### config.mk
export PLATFORM = sky130hd
export DESIGN_NAME = multi_deck_shuffle_and_draw
export DESIGN_NICKNAME = d
export VERILOG_FILES = /design/src/hdl/mdsd_pkg.sv /design/src/hdl/mdsd_ram.sv /design/src/hdl/multi_deck_shuffle_and_draw.sv
export SDC_FILE = /design/constraint.sdc
export NUM_CORES = 2
export LEC_CHECK = 0
export BUFFER_PORTS_ARGS = -buffer_cell sky130_fd_sc_hd__buf_2
export CORE_UTILIZATION = 50
export CTS_CLUSTER_SIZE = 16
export DETAILED_ROUTE_END_ITERATION = 7
export GPL_TIMING_DRIVEN = 0
export PLACE_DENSITY = 0.74
export SLEW_MARGIN = 10
export SYNTH_ARGS = -nofsm -noshare
export SYNTH_HDL_FRONTEND = slang
export SYNTH_HIERARCHICAL = 1
export SYNTH_SLANG_ARGS = --single-unit
### constraint.sdc
create_clock -name clk_i -period 14.1 [get_ports clk_i]
set_input_delay 0.705 -clock clk_i [delete_from_list [all_inputs] [get_ports clk_i]]
set_output_delay 0.705 -clock clk_i [all_outputs]
set_load 0.05 [all_outputs]
### src/hdl/mdsd_pkg.sv
// shared types and constants for the multi-deck shuffle and draw block
package mdsd_pkg;

  // field widths
  localparam int CARD_W = 6;
  localparam int IDX_W  = 9;
  localparam int RAND_W = 31;
  localparam int KIND_W = 2;
  localparam int STAT_W = 3;
  localparam int LIM_W  = 8;
  localparam int RANK_W = 4;
  localparam int SUIT_W = 2;

  // cards per deck and ranks per suit
  localparam int DECK_CARDS = 52;
  localparam logic [RANK_W-1:0] RANK_FIRST = 4'd1;
  localparam logic [RANK_W-1:0] RANK_LAST  = 4'd13;

  // deal limit after reset
  localparam logic [LIM_W-1:0] DEAL_LIMIT_RST = 8'd255;

  // request kinds
  typedef enum logic [KIND_W-1:0] {
    KIND_RELOAD  = 2'd0,
    KIND_SHUFFLE = 2'd1,
    KIND_DRAW    = 2'd2,
    KIND_READ    = 2'd3
  } kind_e;

  // result status codes
  typedef enum logic [STAT_W-1:0] {
    ST_OK           = 3'd0,
    ST_SHUFFLE_DONE = 3'd1,
    ST_EXHAUSTED    = 3'd2,
    ST_LIMIT        = 3'd3,
    ST_BAD_INDEX    = 3'd4
  } status_e;

  // sequencer states
  typedef enum logic [6:0] {
    S_IDLE  = 7'b0000001,
    S_FILL  = 7'b0000010,
    S_DIV   = 7'b0000100,
    S_RDB   = 7'b0001000,
    S_WR1   = 7'b0010000,
    S_WR2   = 7'b0100000,
    S_RDOUT = 7'b1000000
  } state_e;

endpackage

### src/hdl/mdsd_ram.sv
// generic single write port ram with registered read
module mdsd_ram #(
  parameter int WIDTH = 6,
  parameter int DEPTH = 416
) (
  input  logic                     clk_i,
  input  logic                     we_i,
  input  logic [$clog2(DEPTH)-1:0] waddr_i,
  input  logic [WIDTH-1:0]         wdata_i,
  input  logic [$clog2(DEPTH)-1:0] raddr_i,
  output logic [WIDTH-1:0]         rdata_o
);

  logic [WIDTH-1:0] mem_q [DEPTH];
  logic [WIDTH-1:0] rdata_q;

  // write port
  always_ff @(posedge clk_i) begin
    if (we_i) begin
      mem_q[waddr_i] <= wdata_i;
    end
  end

  // registered read port
  always_ff @(posedge clk_i) begin
    rdata_q <= mem_q[raddr_i];
  end

  assign rdata_o = rdata_q;

endmodule

### src/hdl/multi_deck_shuffle_and_draw.sv
// multi-deck card store: reload, fisher-yates shuffle step, draw and read
// the modulo is a restoring divider doing one of 31 quotient bits per cycle
// one request at a time: busy stays high from acceptance until the result strobe;
// a refused request is answered without raising busy
// reset: asynchronous; afterwards busy is high while the ordered
// pattern is written into the card ram; done_o pulses one cycle and cannot be stalled
module multi_deck_shuffle_and_draw #(
  parameter int DECK_COUNT = 8
) (
  input  logic                          clk_i,
  input  logic                          rst_ni,
  input  logic                          start,
  output logic                          busy,
  input  logic [mdsd_pkg::KIND_W-1:0]   kind_i,
  input  logic [mdsd_pkg::RAND_W-1:0]   random_value_i,
  input  logic [mdsd_pkg::IDX_W-1:0]    read_index_i,
  output logic                          done_o,
  output logic [mdsd_pkg::CARD_W-1:0]   card_o,
  output logic [mdsd_pkg::IDX_W-1:0]    position_o,
  output logic [mdsd_pkg::STAT_W-1:0]   status_o,
  input  logic                          cfg_valid_i,
  output logic                          cfg_ready_o,
  input  logic [mdsd_pkg::LIM_W-1:0]    cfg_data_i
);

  localparam int IW        = mdsd_pkg::IDX_W;
  localparam int RW        = mdsd_pkg::RAND_W;
  localparam int CW        = mdsd_pkg::CARD_W;
  localparam int TOTAL_INT = mdsd_pkg::DECK_CARDS * DECK_COUNT;
  localparam int AW        = $clog2(TOTAL_INT);
  localparam int BW        = $clog2(RW);
  localparam logic [IW-1:0] TOTAL    = IW'(TOTAL_INT);
  localparam logic [IW-1:0] TOP_IDX  = IW'(TOTAL_INT - 1);
  localparam logic [BW-1:0] LAST_BIT = BW'(RW - 1);

  mdsd_pkg::state_e  state_q, state_d;
  mdsd_pkg::kind_e   kind_q, kind_d;
  logic              reload_q, reload_d;
  logic [IW-1:0]     shuf_idx_q, shuf_idx_d;
  logic [IW-1:0]     drawn_q, drawn_d;
  logic [mdsd_pkg::LIM_W-1:0] limit_q;
  logic [IW-1:0]     fill_q, fill_d;
  logic [mdsd_pkg::RANK_W-1:0] rank_q, rank_d;
  logic [mdsd_pkg::SUIT_W-1:0] suit_q, suit_d;
  logic [RW-1:0]     dvd_q, dvd_d;
  logic [IW-1:0]     dvs_q, dvs_d;
  logic [IW-1:0]     rem_q, rem_d;
  logic [BW-1:0]     bit_q, bit_d;
  logic [CW-1:0]     card_a_q, card_a_d;
  logic              done_q, done_d;
  logic [CW-1:0]     card_q, card_d;
  logic [IW-1:0]     pos_q, pos_d;
  logic [mdsd_pkg::STAT_W-1:0] stat_q, stat_d;

  logic              accept;
  logic [IW:0]       trial;
  logic [IW:0]       trial_sub;
  logic              ram_we;
  logic [IW-1:0]     ram_waddr;
  logic [CW-1:0]     ram_wdata;
  logic [IW-1:0]     ram_raddr;
  logic [CW-1:0]     ram_rdata;

  assign accept      = start && (state_q == mdsd_pkg::S_IDLE);
  assign busy        = (state_q != mdsd_pkg::S_IDLE);
  assign cfg_ready_o = 1'b1;

  assign done_o     = done_q;
  assign card_o     = card_q;
  assign position_o = pos_q;
  assign status_o   = stat_q;

  // one restoring division step
  assign trial     = {rem_q, dvd_q[RW-1]};
  assign trial_sub = trial - {1'b0, dvs_q};

  // card ram
  mdsd_ram #(
    .WIDTH (CW),
    .DEPTH (TOTAL_INT)
  ) u_ram (
    .clk_i   (clk_i),
    .we_i    (ram_we),
    .waddr_i (ram_waddr[AW-1:0]),
    .wdata_i (ram_wdata),
    .raddr_i (ram_raddr[AW-1:0]),
    .rdata_o (ram_rdata)
  );

  // read address: first operand is fetched while idle, the chosen slot later
  always_comb begin
    ram_raddr = rem_q;
    if (state_q == mdsd_pkg::S_IDLE) begin
      unique case (mdsd_pkg::kind_e'(kind_i))
        mdsd_pkg::KIND_SHUFFLE: ram_raddr = shuf_idx_q;
        mdsd_pkg::KIND_DRAW:    ram_raddr = TOP_IDX - drawn_q;
        mdsd_pkg::KIND_READ:    ram_raddr = read_index_i;
        default:                ram_raddr = '0;
      endcase
    end
  end

  // sequencer
  always_comb begin
    state_d    = state_q;
    kind_d     = kind_q;
    reload_d   = reload_q;
    shuf_idx_d = shuf_idx_q;
    drawn_d    = drawn_q;
    fill_d     = fill_q;
    rank_d     = rank_q;
    suit_d     = suit_q;
    dvd_d      = dvd_q;
    dvs_d      = dvs_q;
    rem_d      = rem_q;
    bit_d      = bit_q;
    card_a_d   = card_a_q;
    done_d     = 1'b0;
    card_d     = card_q;
    pos_d      = pos_q;
    stat_d     = stat_q;
    ram_we     = 1'b0;
    ram_waddr  = rem_q;
    ram_wdata  = card_a_q;

    unique case (state_q)
      mdsd_pkg::S_IDLE: begin
        if (accept) begin
          kind_d = mdsd_pkg::kind_e'(kind_i);
          dvd_d  = random_value_i;
          rem_d  = '0;
          bit_d  = '0;
          card_d = '0;
          pos_d  = '0;
          stat_d = mdsd_pkg::ST_OK;
          unique case (mdsd_pkg::kind_e'(kind_i))
            mdsd_pkg::KIND_RELOAD: begin
              reload_d   = 1'b1;
              fill_d     = '0;
              rank_d     = mdsd_pkg::RANK_FIRST;
              suit_d     = '0;
              shuf_idx_d = TOP_IDX;
              drawn_d    = '0;
              state_d    = mdsd_pkg::S_FILL;
            end
            mdsd_pkg::KIND_SHUFFLE: begin
              if ((shuf_idx_q == '0) || (shuf_idx_q >= TOTAL)) begin
                stat_d = mdsd_pkg::ST_SHUFFLE_DONE;
                done_d = 1'b1;
              end else begin
                dvs_d   = shuf_idx_q + 1'b1;
                state_d = mdsd_pkg::S_DIV;
              end
            end
            mdsd_pkg::KIND_DRAW: begin
              priority if (drawn_q >= TOTAL) begin
                stat_d = mdsd_pkg::ST_EXHAUSTED;
                done_d = 1'b1;
              end else if (drawn_q >= {1'b0, limit_q}) begin
                stat_d = mdsd_pkg::ST_LIMIT;
                done_d = 1'b1;
              end else begin
                dvs_d   = TOTAL - drawn_q;
                state_d = mdsd_pkg::S_DIV;
              end
            end
            default: begin
              if (read_index_i >= TOTAL) begin
                stat_d = mdsd_pkg::ST_BAD_INDEX;
                done_d = 1'b1;
              end else begin
                state_d = mdsd_pkg::S_RDOUT;
              end
            end
          endcase
        end
      end

      // write the ordered pattern one slot per cycle
      mdsd_pkg::S_FILL: begin
        ram_we    = 1'b1;
        ram_waddr = fill_q;
        ram_wdata = {suit_q, rank_q};
        fill_d    = fill_q + 1'b1;
        if (rank_q == mdsd_pkg::RANK_LAST) begin
          rank_d = mdsd_pkg::RANK_FIRST;
          suit_d = suit_q + 1'b1;
        end else begin
          rank_d = rank_q + 1'b1;
        end
        if (fill_q == TOP_IDX) begin
          state_d  = mdsd_pkg::S_IDLE;
          reload_d = 1'b0;
          done_d   = reload_q;
        end
      end

      // random value modulo divisor, msb first
      mdsd_pkg::S_DIV: begin
        if (bit_q == '0) begin
          card_a_d = ram_rdata;
        end
        if (trial >= {1'b0, dvs_q}) begin
          rem_d = trial_sub[IW-1:0];
        end else begin
          rem_d = trial[IW-1:0];
        end
        dvd_d = {dvd_q[RW-2:0], 1'b0};
        bit_d = bit_q + 1'b1;
        if (bit_q == LAST_BIT) begin
          state_d = mdsd_pkg::S_RDB;
        end
      end

      // fetch the chosen slot
      mdsd_pkg::S_RDB: begin
        state_d = mdsd_pkg::S_WR1;
      end

      mdsd_pkg::S_WR1: begin
        ram_we = 1'b1;
        if (kind_q == mdsd_pkg::KIND_SHUFFLE) begin
          // top slot takes the chosen card
          ram_waddr = shuf_idx_q;
          ram_wdata = ram_rdata;
          state_d   = mdsd_pkg::S_WR2;
        end else begin
          // chosen slot takes the last remaining card
          ram_waddr = rem_q;
          ram_wdata = card_a_q;
          card_d    = ram_rdata;
          pos_d     = rem_q;
          drawn_d   = drawn_q + 1'b1;
          done_d    = 1'b1;
          state_d   = mdsd_pkg::S_IDLE;
        end
      end

      // chosen slot takes the old top card
      mdsd_pkg::S_WR2: begin
        ram_we     = 1'b1;
        ram_waddr  = rem_q;
        ram_wdata  = card_a_q;
        pos_d      = rem_q;
        shuf_idx_d = shuf_idx_q - 1'b1;
        done_d     = 1'b1;
        state_d    = mdsd_pkg::S_IDLE;
      end

      mdsd_pkg::S_RDOUT: begin
        card_d  = ram_rdata;
        done_d  = 1'b1;
        state_d = mdsd_pkg::S_IDLE;
      end

      default: begin
        state_d = mdsd_pkg::S_IDLE;
      end
    endcase
  end

  // control state
  always_ff @(posedge clk_i or negedge rst_ni) begin
    if (!rst_ni) begin
      state_q    <= mdsd_pkg::S_FILL;
      kind_q     <= mdsd_pkg::KIND_RELOAD;
      reload_q   <= 1'b0;
      shuf_idx_q <= TOP_IDX;
      drawn_q    <= '0;
      fill_q     <= '0;
      rank_q     <= mdsd_pkg::RANK_FIRST;
      suit_q     <= '0;
      bit_q      <= '0;
      done_q     <= 1'b0;
      limit_q    <= mdsd_pkg::DEAL_LIMIT_RST;
    end else begin
      state_q    <= state_d;
      kind_q     <= kind_d;
      reload_q   <= reload_d;
      shuf_idx_q <= shuf_idx_d;
      drawn_q    <= drawn_d;
      fill_q     <= fill_d;
      rank_q     <= rank_d;
      suit_q     <= suit_d;
      bit_q      <= bit_d;
      done_q     <= done_d;
      if (cfg_valid_i && cfg_ready_o) begin
        limit_q <= cfg_data_i;
      end
    end
  end

  // datapath and result registers
  always_ff @(posedge clk_i) begin
    dvd_q    <= dvd_d;
    dvs_q    <= dvs_d;
    rem_q    <= rem_d;
    card_a_q <= card_a_d;
    card_q   <= card_d;
    pos_q    <= pos_d;
    stat_q   <= stat_d;
  end

`ifndef SYNTH
  // every accepted request either responds next cycle or keeps the block busy
  a_accept_progress: assert property (@(posedge clk_i) disable iff (!rst_ni)
    accept |=> (busy || done_o))
    else $error("accepted request neither answered nor in progress");

  // a result is only shown once the sequencer is back at rest
  a_done_idle: assert property (@(posedge clk_i) disable iff (!rst_ni)
    done_o |-> !busy)
    else $error("result strobe while still busy");

  // the card ram is never written while idle
  a_no_idle_write: assert property (@(posedge clk_i) disable iff (!rst_ni)
    (state_q == mdsd_pkg::S_IDLE) |-> !ram_we)
    else $error("card ram written while idle");

  // draws never run past the store and the shuffle pointer stays inside it
  a_counts_in_range: assert property (@(posedge clk_i) disable iff (!rst_ni)
    (drawn_q <= TOTAL) && (shuf_idx_q < TOTAL))
    else $error("draw count or shuffle index out of range");
`endif

endmodule

==> summary.md <==
| Metric | Value |
|---|---|
| CP Class | flop to flop |
| CP Max Fanout | 10 |
| Die W | 461 um |
| Area contributors post-synth | edfxtp_1, mux4_2, mux2i_1, nor2_1, o221ai_1 |
| Ys Warns | 6 |
| Via/cell ratio | 6.70 |
| Drt wl/cell | 35.3 um |
| Netlist Area Pre-Place | 0.106 mm^2 |
| Num CTS Buffers | 283 |
| Final core utilization | 0.570 |
| CP max stage delay | 1.20 ns |
| # clock sinks | 2632 |
| Syn Nets | 5707 |
| I/O Buffers | 73 |
| #FFs+latches synth | 2632 |
| Post-Synth Simple-Gate Area | 0.0438 |
| Routed WL | 320000 um |
| Register area share after synthesis | 0.746 |
| Tightest Pin Transition | 1.43 ns |
| Resized Gates After CTS | 0 |
| CTS tree | built |
| Post-synth ARST share | 0.0217 |
| Min Clock Period, post-route | 7.79 ns |
| Syn avg cell area | 18.8 um^2 |
| Area grow syn2layout | 13.2% |
| Row Count | 168 |
| DR DRC count | 2 |
| RSZ-0062 raised after global routing | no |
| Max VDD drop | 164 uV |
| Pre-antenna DRT Iters | 8 |
| Top Ports | 75 |
| Leakage power | 37.9 nW |
| Initial antenna violation count | 23 |
| Post-synthesis xor/xnor area fraction | 0.00349 |
| Main synth FF type | edfxtp_1 |
| Final Cycle Share | 0.552 |
| Worst Setup End Kind | flop |
| Fin. max-slew vios | 0 |
| PwrDens | 227 mW/mm^2 |
| Initial core utilization | 0.504 |
| Root Buffer | clkbuf_16 |
| Relative slew slack | 0.0381 |
| Reg clk slew, reported paths | 0.06 ns |
| Mux cell area share after synthesis | 0.134 |
| Slowest stage cell, crit path | nor4_1 |
| Final setup violation count | 0 |
| Worst EP arrival | 8.60 ns |
| Total negative slack | 0 ns |
| Failing checks | DRC |
| Gr ovfl total | 0 |
| EDFF count, synth | 2569 |
| Core area | 0.210 mm^2 |
| Die area | 0.213 mm^2 |
| Critical Path RT | 14.91 ns |
| Clock tree buffer depth | 4 |
| Post-DP HPWL | 217000 um |
| Largest family of logic cells by synthesized area | multiplexers |
| CP cell instances | buf_2 -> nor3_2 -> and4b_1 -> inv_2 -> o31ai_1 -> clkbuf_1 -> clkbuf_1 -> buf_2 -> clkbuf_1 -> and2_1 -> a211oi_1 -> nor4_1 -> nand4_1 -> o211ai_2 |
| Post-synthesis compound-gate area fraction | 0.0453 |
| Yosys top cell by area | edfxtp_1 |
| Synth Area in Adders | 0.00434 |
| Largest net degree at the start of global routing | 93 |
| Ratio of cells with drive above 1 in the final layout | 0.198 |
| Status | finished with violations |
| Most frequent cells in the layout | edfxtp_1, nor2_1, mux4_2 |
| Yosys cell types | 89 |
| Clk Latency, worst-skew pair | 0.96 ns |
| Worst hold path type | input pin to flop |
| Initial drt markers | 10400 |
| Vias in the first global route | 57800 |
| Pwr Total | 27.1 mW |
| Max-cap viol count | 0 |
| GR Util All Layers | 0.300 |
| Most common cell after layout, fill and taps aside | edfxtp_1 |
| Post-layout nets | 6120 |
| Gpl congestion | 0.992 |
| Mapped Cells | 5617 |
| Synth top area share | 0.731 |
| Final Skew | 0.0685 ns |
| Final Hold Vio Count | 0 |
| Die H | 461 um |
| First-pass GRT wire length | 439000 um |
| CP most frequent cell | clkbuf_1 |
| Fmax | 128 MHz |
| Crit start category | flop |
| Vias post-DR | 60600 |
| H-tree depth | 5 |
| Antenna Violating Nets Remaining | 0 |
[cells in the mapped netlist (12+ instances only)]
master       n
edfxtp_1  2569
nor2_1     491
mux4_2     442
mux2i_1    341
nand2_1    292
clkbuf_1   166
o221ai_1   142
o22ai_1     99
a211oi_1    75
a21oi_1     61
buf_2       57
buf_6       52
a22oi_1     51
o21ai_0     50
dfrtp_1     40
ha_1        35
inv_1       35
nor2b_1     35
buf_4       34
nor3_1      34
nand3_1     32
and2_1      27
nor4_1      27
xnor2_1     27
mux4_1      26
nand4_1     22
a22o_1      21
a21boi_0    18
dfstp_2     17
nand2b_1    15
o211ai_1    15
o31ai_1     15
o32ai_1     15
xor2_1      15
a211o_1     13
a221oi_1    12
mux2_2      12
or2_2       12
[what timing repair did]
action	CTS	global route
setup buffers	0	0
setup endpoints to repair	0	0
hold buffers	9	0
endpoints found under the hold margin	48	0
[report_power, final]
| group | internal (mW) | leakage (nW) | switching, mW | total, mW |
|---|---|---|---|---|
| logic | 3.72 | 9.79 | 7.25 | 11.0 |
| clock network | 4.08 | 4.22 | 2.96 | 7.04 |
| registers | 8.98 | 23.9 | 0.0853 | 9.06 |
| total | 16.8 | 37.9 | 10.3 | 27.1 |
[cell type report]
type	count	area [um^2]
Antenna cell	14	35.0
Clock inverter	136	1140
Multi-Input combinational cell	2592	24500
Clock buffer	346	7460
Buffer	355	2310
Tap cell	2805	3510
Sequential cell	2632	78700
Fill cell	15100	90200
Timing Repair Buffer	128	1560
Inverter	38	143
[routing by layer]
layer  routed length [um]  vias to the layer above  track usage
li1                     -                    23700            -
met1               108000                    30900        0.387
met2               140000                     5032        0.440
met3                47900                     1005       0.0997
met4                23000                        8        0.181
met5                   51                        -            0
[through the flow]
stage          area, um^2  cells  setup slack [ns]  hold slack (ns)
2_1_floorplan      106000   5617              6.43            0.409
5_1_grt            119000   9033              6.47           0.0354
3_5_place_dp       111000   8540              6.75            0.462
4_1_cts            119000   9031              7.09          0.00395
3_3_place_gp       109000   8495             0.203            0.460
6_report           119000   9046              6.31           0.0558
[kinds of logic (layout without fill, tap and decap cells)]
group           Yosys count  in the layout
other cells               1             15
xor+xnor                 42             42
buf+inv                 393           1003
simple gates           1046           1046
mux                     821            821
fa+ha+maj                36             36
compound gates          646            646
flops                  2632           2632
[registers in the layout, summed over array words and instances (netlist names), 2 cells and up]
| name | flops |
|---|---|
| fill_q | 9 |
| rank_q | 4 |
| shuf_idx_q | 9 |
| suit_q | 2 |
| position_o | 9 |
| card_a_q | 6 |
| drawn_q | 9 |
| u_ram/rdata_o | 6 |
| status_o | 3 |
| dvd_q | 31 |
| dvs_q | 9 |
| rem_q | 9 |
| u_ram/mem_q | 2496 |
| limit_q | 8 |
| card_o | 6 |
| bit_q | 5 |
| state_q | 7 |
| kind_q | 2 |
[final timing paths]
kind	startpoint	to	slack [ns]	cells past startpoint
min in group asynchronous	rst_ni	drawn_q[8]	0.41	2
min reg2reg	kind_q[1]	kind_q[1]	0.47	2
max	state_q[6]	u_ram/rdata_o[3]	6.31	14
max reg2reg	state_q[6]	u_ram/rdata_o[3]	6.31	14
min	random_value_i[7]	dvd_q[7]	0.06	3
max in group asynchronous	rst_ni	bit_q[3]	13.18	2
[critical path, delay by kind of cell, from the launching register on]
kind	cells	cell delay (ns)
AND/OR/NAND/NOR	5	2.73
AO/OA/AOI/OAI	3	1.36
buffers and inverters	6	3.17
flip-flops	1	0.37
No activity file was read; power rests on OpenSTA's default activity.
